**config.mk**
```make
export PLATFORM = sky130hd
export DESIGN_NAME = tdc_event_word_decoder_unit
export DESIGN_NICKNAME = d
export VERILOG_FILES = /design/src/hw/rtl/tdc_ewd_pkg.sv /design/src/hw/rtl/tdc_event_word_decoder_unit.sv /design/src/hw/rtl/tdc_ewd_front.sv /design/src/hw/rtl/tdc_ewd_queue.sv /design/src/hw/rtl/tdc_ewd_back.sv
export VERILOG_INCLUDE_DIRS = /design/src /design/src/hw/rtl
export SDC_FILE = /design/constraint.sdc
export NUM_CORES = 1
export LEC_CHECK = 0
export ABC_AREA = 1
export BUFFER_PORTS_ARGS = -buffer_cell sky130_fd_sc_hd__buf_4
export CAP_MARGIN = 5
export CORE_UTILIZATION = 60
export DETAILED_ROUTE_END_ITERATION = 7
export MAX_ROUTING_LAYER = met4
export PLACE_DENSITY = 0.82
export SETUP_SLACK_MARGIN = 0.02
export SLEW_MARGIN = 30
export SYNTH_ARGS = -nofsm -noshare
export SYNTH_HDL_FRONTEND = slang
export SYNTH_SLANG_ARGS = --single-unit
```
**constraint.sdc**
```tcl
create_clock -name aclk -period 11.9 [get_ports aclk]
set_clock_uncertainty 0.05 [all_clocks]
set_input_delay 1.785 -clock aclk [delete_from_list [all_inputs] [get_ports aclk]]
set_output_delay 1.785 -clock aclk [all_outputs]
set_load 0.03 [all_outputs]
```
**src/hw/rtl/tdc_event_word_decoder_unit_assert.svh**
```systemverilog
// Assertion macros for the converter readout decoder.
// Used by the top level; needs aclk and aresetn in scope.
`ifndef TDC_EVENT_WORD_DECODER_UNIT_ASSERT_SVH
`define TDC_EVENT_WORD_DECODER_UNIT_ASSERT_SVH

// Checked only out of reset
`define TDC_ASSERT(lbl, prop, msg) \
    lbl: assert property (@(posedge aclk) disable iff (!aresetn) prop) else $error(msg);

// Checked through reset as well
`define TDC_ASSERT_ALWAYS(lbl, prop, msg) \
    lbl: assert property (@(posedge aclk) prop) else $error(msg);

`endif

```
**src/hw/rtl/tdc_ewd_pkg.sv**
```systemverilog
// Shared types and constants for the converter readout decoder.
// No dependencies; imported by every module of the block.
`default_nettype none

package tdc_ewd_pkg;

    localparam int IN_DATA_W  = 32;
    localparam int OUT_DATA_W = 48;

    localparam logic [4:0] TYPE_HEADER = 5'd8;
    localparam logic [4:0] TYPE_HIT    = 5'd0;

    typedef enum logic {
        KIND_HIT = 1'b0,
        KIND_END = 1'b1
    } kind_t;

    typedef enum logic [1:0] {
        ST_OK         = 2'd0,
        ST_BAD_HEADER = 2'd1,
        ST_EMPTY      = 2'd2,
        ST_STRAY      = 2'd3
    } status_t;

    typedef struct packed {
        kind_t         kind;
        logic [6:0]    channel;
        logic [18:0]   hit_time;
        logic [15:0]   event_number;
        status_t       status;
    } res_t;

    typedef struct packed {
        logic full;
        logic empty;
    } q_status_t;

endpackage

`default_nettype wire

```
**src/hw/rtl/tdc_event_word_decoder_unit.sv**
```systemverilog
// Top level of the converter readout decoder: front end, result queue, output stage.
// Depends on tdc_ewd_pkg, tdc_ewd_front, tdc_ewd_queue, tdc_ewd_back and the assert header.
//
//   Stream   Dir   tuser            tdata
//   s_       in    is_descriptor    data_word[31:0]
//   m_       out   kind             channel, hit_time, event_number, status
//
// One word is taken per cycle while s_tready is high; the event state is registered.
// A result is queued as its word is accepted, then moved into the output register.
// Reset clears the event state, empties the queue and clears the output valid flag.
// s_tready drops only while both queue entries are held by a stalled output.
`default_nettype none

module tdc_event_word_decoder_unit (
    input  wire logic                                 aclk,
    input  wire logic                                 aresetn,
    input  wire logic                                 s_tvalid,
    output logic                                      s_tready,
    input  wire logic [tdc_ewd_pkg::IN_DATA_W-1:0]    s_tdata,  // data_word[31:0]
    input  wire logic                                 s_tuser,  // is_descriptor
    output logic                                      m_tvalid,
    input  wire logic                                 m_tready,
    // channel[6:0], hit_time[25:7], event_number[41:26], status[43:42], zero[47:44]
    output logic [tdc_ewd_pkg::OUT_DATA_W-1:0]        m_tdata,
    output logic                                      m_tuser   // kind
);
    import tdc_ewd_pkg::*;

    `include "tdc_event_word_decoder_unit_assert.svh"

    logic      accept;
    logic      push;
    logic      pop;
    res_t      push_data;
    res_t      pop_data;
    res_t      out_data;
    q_status_t q_status;

    assign s_tready = !q_status.full;
    assign accept   = s_tvalid && s_tready;

    tdc_ewd_front u_front (
        .aclk          (aclk),
        .aresetn       (aresetn),
        .accept        (accept),
        .is_descriptor (s_tuser),
        .data_word     (s_tdata),
        .push_data     (push_data),
        .push          (push)
    );

    tdc_ewd_queue u_queue (
        .aclk      (aclk),
        .aresetn   (aresetn),
        .push      (push),
        .push_data (push_data),
        .pop       (pop),
        .pop_data  (pop_data),
        .status    (q_status)
    );

    tdc_ewd_back u_back (
        .aclk      (aclk),
        .aresetn   (aresetn),
        .pop_data  (pop_data),
        .status    (q_status),
        .pop       (pop),
        .out_valid (m_tvalid),
        .out_ready (m_tready),
        .out_data  (out_data)
    );

    assign m_tuser = out_data.kind;
    assign m_tdata = {4'd0, out_data.status, out_data.event_number,
                      out_data.hit_time, out_data.channel};

    `TDC_ASSERT(a_no_push_when_full, q_status.full |-> !push, "push into full queue")
    `TDC_ASSERT(a_no_pop_when_empty, q_status.empty |-> !pop, "pop from empty queue")
    `TDC_ASSERT(a_hit_status_ok, (m_tvalid && m_tuser == KIND_HIT) |-> (m_tdata[43:42] == ST_OK), "hit with status")
    `TDC_ASSERT(a_end_no_hit_fields, (m_tvalid && m_tuser == KIND_END) |-> (m_tdata[25:0] == 26'd0), "end result with hit fields")
    `TDC_ASSERT_ALWAYS(a_reset_idle, !aresetn |=> (!m_tvalid && s_tready), "outputs not idle after reset")

endmodule

`default_nettype wire

```
**src/hw/rtl/tdc_ewd_front.sv**
```systemverilog
// Front end: accepts readout words, tracks event state, builds results.
// Depends on tdc_ewd_pkg.
`default_nettype none

module tdc_ewd_front (
    input  wire logic                  aclk,
    input  wire logic                  aresetn,
    input  wire logic                  accept,
    input  wire logic                  is_descriptor,
    input  wire logic [31:0]           data_word,
    output tdc_ewd_pkg::res_t          push_data,
    output logic                       push
);
    import tdc_ewd_pkg::*;

    logic [15:0] current_event_reg, current_event_next;
    logic [15:0] words_left_reg, words_left_next;
    logic        at_first_reg, at_first_next;
    logic        header_bad_reg, header_bad_next;

    logic [15:0] words_dec;
    logic        bad_now;
    logic [4:0]  word_type;
    res_t        res;
    logic        emit;

    assign word_type = data_word[31:27];
    assign words_dec = words_left_reg - 16'd1;
    assign bad_now   = at_first_reg
                     ? !(word_type == TYPE_HEADER &&
                         data_word[26:5] == {6'd0, current_event_reg})
                     : header_bad_reg;

    always_comb begin
        current_event_next = current_event_reg;
        words_left_next    = words_left_reg;
        at_first_next      = at_first_reg;
        header_bad_next    = header_bad_reg;
        emit               = 1'b0;
        res.kind           = KIND_END;
        res.channel        = 7'd0;
        res.hit_time       = 19'd0;
        res.event_number   = current_event_reg;
        res.status         = ST_OK;
        priority if (is_descriptor) begin
            current_event_next = data_word[31:16];
            words_left_next    = data_word[15:0];
            header_bad_next    = 1'b0;
            at_first_next      = (data_word[15:0] != 16'd0);
            res.event_number   = data_word[31:16];
            res.status         = ST_EMPTY;
            emit               = (data_word[15:0] == 16'd0);
        end else if (words_left_reg == 16'd0) begin
            // stray word: report, leave state alone
            res.status = ST_STRAY;
            emit       = 1'b1;
        end else begin
            header_bad_next = bad_now;
            at_first_next   = 1'b0;
            words_left_next = words_dec;
            if (words_dec == 16'd0) begin
                res.status = bad_now ? ST_BAD_HEADER : ST_OK;
                emit       = 1'b1;
            end else if (word_type == TYPE_HIT) begin
                res.kind     = KIND_HIT;
                res.channel  = data_word[25:19];
                res.hit_time = data_word[18:0];
                emit         = 1'b1;
            end
        end
    end

    always_ff @(posedge aclk) begin
        if (!aresetn) begin
            current_event_reg <= 16'd0;
            words_left_reg    <= 16'd0;
            at_first_reg      <= 1'b0;
            header_bad_reg    <= 1'b0;
        end else if (accept) begin
            current_event_reg <= current_event_next;
            words_left_reg    <= words_left_next;
            at_first_reg      <= at_first_next;
            header_bad_reg    <= header_bad_next;
        end
    end

    assign push      = accept && emit;
    assign push_data = res;

endmodule

`default_nettype wire

```
**src/hw/rtl/tdc_ewd_queue.sv**
```systemverilog
// Two-entry result queue between the front end and the output stage.
// Depends on tdc_ewd_pkg.
`default_nettype none

module tdc_ewd_queue (
    input  wire logic                  aclk,
    input  wire logic                  aresetn,
    input  wire logic                  push,
    input  tdc_ewd_pkg::res_t          push_data,
    input  wire logic                  pop,
    output tdc_ewd_pkg::res_t          pop_data,
    output tdc_ewd_pkg::q_status_t     status
);
    import tdc_ewd_pkg::*;

    res_t       mem [2];
    logic       wr_ptr_reg;
    logic       rd_ptr_reg;
    logic [1:0] count_reg;

    always_ff @(posedge aclk) begin
        if (push) begin
            mem[wr_ptr_reg] <= push_data;
        end
    end

    always_ff @(posedge aclk) begin
        if (!aresetn) begin
            wr_ptr_reg <= 1'b0;
            rd_ptr_reg <= 1'b0;
            count_reg  <= 2'd0;
        end else begin
            if (push) begin
                wr_ptr_reg <= !wr_ptr_reg;
            end
            if (pop) begin
                rd_ptr_reg <= !rd_ptr_reg;
            end
            unique case ({push, pop})
                2'b10:   count_reg <= count_reg + 2'd1;
                2'b01:   count_reg <= count_reg - 2'd1;
                default: count_reg <= count_reg;
            endcase
        end
    end

    assign pop_data     = mem[rd_ptr_reg];
    assign status.full  = count_reg[1];
    assign status.empty = (count_reg == 2'd0);

endmodule

`default_nettype wire

```
**src/hw/rtl/tdc_ewd_back.sv**
```systemverilog
// Output stage: moves queued results into the registered result stream.
// Depends on tdc_ewd_pkg.
`default_nettype none

module tdc_ewd_back (
    input  wire logic                  aclk,
    input  wire logic                  aresetn,
    input  tdc_ewd_pkg::res_t          pop_data,
    input  tdc_ewd_pkg::q_status_t     status,
    output logic                       pop,
    output logic                       out_valid,
    input  wire logic                  out_ready,
    output tdc_ewd_pkg::res_t          out_data
);
    import tdc_ewd_pkg::*;

    res_t out_reg;
    logic valid_reg;

    // load when the register is free or being emptied this cycle
    assign pop = !status.empty && (!valid_reg || out_ready);

    always_ff @(posedge aclk) begin
        if (!aresetn) begin
            valid_reg <= 1'b0;
        end else if (pop) begin
            valid_reg <= 1'b1;
        end else if (out_ready) begin
            valid_reg <= 1'b0;
        end
    end

    always_ff @(posedge aclk) begin
        if (pop) begin
            out_reg <= pop_data;
        end
    end

    assign out_valid = valid_reg;
    assign out_data  = out_reg;

endmodule

`default_nettype wire
```
==> flow_metrics.env <==
export IMPL_cts_resized=0
export IMPL_cp_max_fo=55
export IMPL_grt_pass1_wl_um=25600
export IMPL_critPathCaptureType="flip-flop"
export IMPL_drv_cap=0
export IMPL_worst_slew_margin_rel_pct=44.0
export IMPL_hold_viol=0
export IMPL_fin_crit_ns=4.07
export IMPL_fin_util_pct=72.9
export IMPL_start_util_pct=62.0
export IMPL_cts_sinks=174
export IMPL_n_antenna_cell=0
export IMPL_drtIter0Drc=497
export IMPL_gr_usage_all_layers_pct=27.2
export IMPL_clockRootBuffer="clkbuf_16"
export IMPL_cp_slowest_cell="buf_4"
export IMPL_hold_end="u_front.current_event_reg[13]"
export IMPL_placed_cell_area_sq_um=8210
export IMPL_p_switching_w=0.000724
export IMPL_largest_reg_flops=90
export IMPL_maxSlewViolCount=0
export IMPL_async_flop_share_pct=0
export IMPL_cts_setup_buffers=0
export IMPL_overflow=0
export IMPL_finalCritPeriodShare_pct=34.2
export IMPL_cts_tree="built"
export IMPL_critPathMostFrequentCell="nand2_1"
export IMPL_finalWirelength_um=16000
export IMPL_gp_congestion=0.952
export IMPL_cts_clk_slew_worst_paths_ns=0.06
export IMPL_power_leakage_nw=3.64
export IMPL_min_delay_path_depth=2
export IMPL_syn_cell_area_sq_um=7480
export IMPL_synth_top_area_share_pct=54.2
export IMPL_yosysTopAreaCell="edfxtp_1"
export IMPL_p_sw_share_pct=35.4
export IMPL_ir_drop_mv=0.105
export IMPL_ys_ff_latch=174
export IMPL_antenna_found_initial=0
export IMPL_p_per_area_nw_per_um2=233
export IMPL_ys_seq_area_share_pct=64.6
export IMPL_finalWorstSetupSlack_ns=7.83
export IMPL_crit_chain="buf_4, inv_1, nand2_1, nor2_1, nand2_1, nand2_1, nor2_4, buf_4"
export IMPL_largest_register="u_queue.mem"
export IMPL_grt_pass1_vias=5262
export IMPL_postLayoutCellArea_sq_um=8790
export IMPL_synth_top_cells_by_area="edfxtp_1 (54%), nand2_1 (12%), dfxtp_1 (10%)"
export IMPL_synth_cells=746
export IMPL_timing_rr_start="u_front.words_left_reg[0]"
export IMPL_mostFrequentLayoutCell="nand2_1"
export IMPL_ios=88
export IMPL_h_tree_depth=4
export IMPL_finalNetCount=864
export IMPL_reg2reg_to="u_queue.mem[0][29]"
export IMPL_drive_above_1_share_pct=18.0
export IMPL_seqPwrFrac_pct=42.4
export IMPL_grt_max_degree=56
export IMPL_viasPerCell=5.46
export IMPL_drtAntennaViolNets=0
export IMPL_setup_tns_ns=0
export IMPL_hold_buffers=0
export IMPL_numCtsBuffers=17
export IMPL_pwr_share_clk_pct=26.2
export IMPL_worstSetupPathDepth=8
export IMPL_fp_dieArea_sq_um=12900
export IMPL_setup_violations=0
export IMPL_first_pass_iters=5
export IMPL_syn2layout_area_growth_pct=17.5
export IMPL_p_int_w=0.00132
export IMPL_crit_buf_inv=3
export IMPL_worstRegToRegCells=13
export IMPL_max_freq_ghz=0.246
export IMPL_pre_cts_ws_ns=7.45
export IMPL_dp_hpwl_um=10500
export IMPL_start_kind="input port"
export IMPL_comb_power_share_pct=31.4
export IMPL_port_buffer_count=83
export IMPL_die_w_um=114
export IMPL_tightest_slew_ns=0.839
export IMPL_wire_per_inst_um=15.9
export IMPL_min_from="u_front.current_event_reg[13]"
export IMPL_cpPeakStageDelay_ns=0.46
export IMPL_crit_arrival_ns=4.10
export IMPL_clockBufferDepth=2
export IMPL_rsz0062_at_grt="false"
export IMPL_die_h_um=114
export IMPL_path_class="in -> reg"
export IMPL_hp_class="reg -> reg"
export IMPL_crit_family="buffers and inverters"
export IMPL_reg2reg_slack_ns=8.67
export IMPL_status="finished, final reports clean"
export IMPL_mostFrequentLayoutCells="nand2_1 (238), edfxtp_1 (135), buf_4 (87)"
export IMPL_ys_warn_count=0
export IMPL_synth_edff_count=135
export IMPL_drcViolationCount=0
export IMPL_via_count=5484
export IMPL_coreArea_sq_um=12100
export IMPL_num_rows=40
export IMPL_synth_cell_types=34
export IMPL_n_fill_cell=801
export IMPL_ys_flop_type="edfxtp_1"
export IMPL_clk_latency_ns=0.43
export IMPL_worstPathRequired_ns=11.94
export IMPL_syn_avg_cell_area_sq_um=10.0
## worst max path at each step
stage | start | end | slack [ns]
after floorplan | m_tready | u_queue.count_reg[1] | 6.57
after global routing | s_tuser | u_queue.mem[0][25] | 7.69
final | s_tuser | u_queue.mem[0][29] | 7.83
after detailed placement | s_tuser | u_queue.mem[0][12] | 7.45
after global placement | s_tuser | u_queue.mem[0][25] | 7.55
after CTS | s_tuser | u_queue.mem[0][33] | 7.85
## layer usage
layer | vias up | part of all wire, % | wire length, um | track usage, %
li1 | 2629 | - | - | -
met1 | 2566 | 40 | 6360 | 32.6
met2 | 246 | 50 | 7910 | 43.1
met3 | 43 | 7.1 | 1140 | 6.54
met4 | 0 | 3.4 | 543 | 13.8
met5 | - | 0 | 0 | -
## cell families after synthesis
logic type      after synthesis  share of synthesized area (%)
flops                       174                           64.6
compound gates               95                           6.99
simple gates                365                           21.5
other cells                   1                         0.0501
fa+ha+maj                     3                          0.502
xor+xnor                      5                          0.586
buf+inv                     103                           5.72
## area by class of cell
class | count | area (sq um) | area share (%)
inverter | 72 | 270 | 3.08
multi-input combinational | 472 | 2250 | 25.6
sequential | 174 | 4830 | 55.0
timing repair buffer | 87 | 653 | 7.43
clock buffer | 18 | 429 | 4.88
clock inverter | 14 | 141 | 1.61
tap | 168 | 210 | 2.39
## power groups by stage
stage          logic, W  clock network [W]  registers, W
2_1_floorplan  0.000253                  0       0.00105
3_3_place_gp   0.000623                  0      0.000871
3_5_place_dp   0.000638                  0      0.000876
4_1_cts        0.000643           0.000539      0.000866
5_1_grt        0.000696           0.000563      0.000878
6_report       0.000641           0.000536      0.000866
## Yosys cell counts, types with 2 or more instances
master and instances:
buf_1 3, clkbuf_1 20, xnor2_1 5, nor2_2 12, inv_1 70, buf_2 2
ha_1 3, a31oi_1 3, dfxtp_1 39, nor2_4 11, o21ai_0 52, a21oi_1 22
nor4_1 6, buf_4 4, a211oi_1 16, nor2_1 61, inv_2 2, nand2_1 239
nand4_1 14, edfxtp_1 135, nand3_1 14
## stage by stage
| stage | std cells | hold slack (ns) | power (W) |
|---|---|---|---|
| after global placement | 973 | 0.419 | 0.00149 |
| after global routing | 1005 | 0.482 | 0.00214 |
| final | 1005 | 0.443 | 0.00204 |
| after CTS | 1005 | 0.442 | 0.00205 |
| after floorplan | 749 | 0.408 | 0.00130 |
| after detailed placement | 973 | 0.431 | 0.00151 |
## worst reg2reg max path: cells and delay by family, from the launching register on
| kind | cells | cell delay, ns |
|---|---|---|
| flops | 1 | 0.33 |
| buf+inv | 2 | 0.63 |
| simple gates | 10 | 1.57 |
| fa+ha+maj | 1 | 0.29 |
Note: power is estimated with default switching activity, not from simulation.
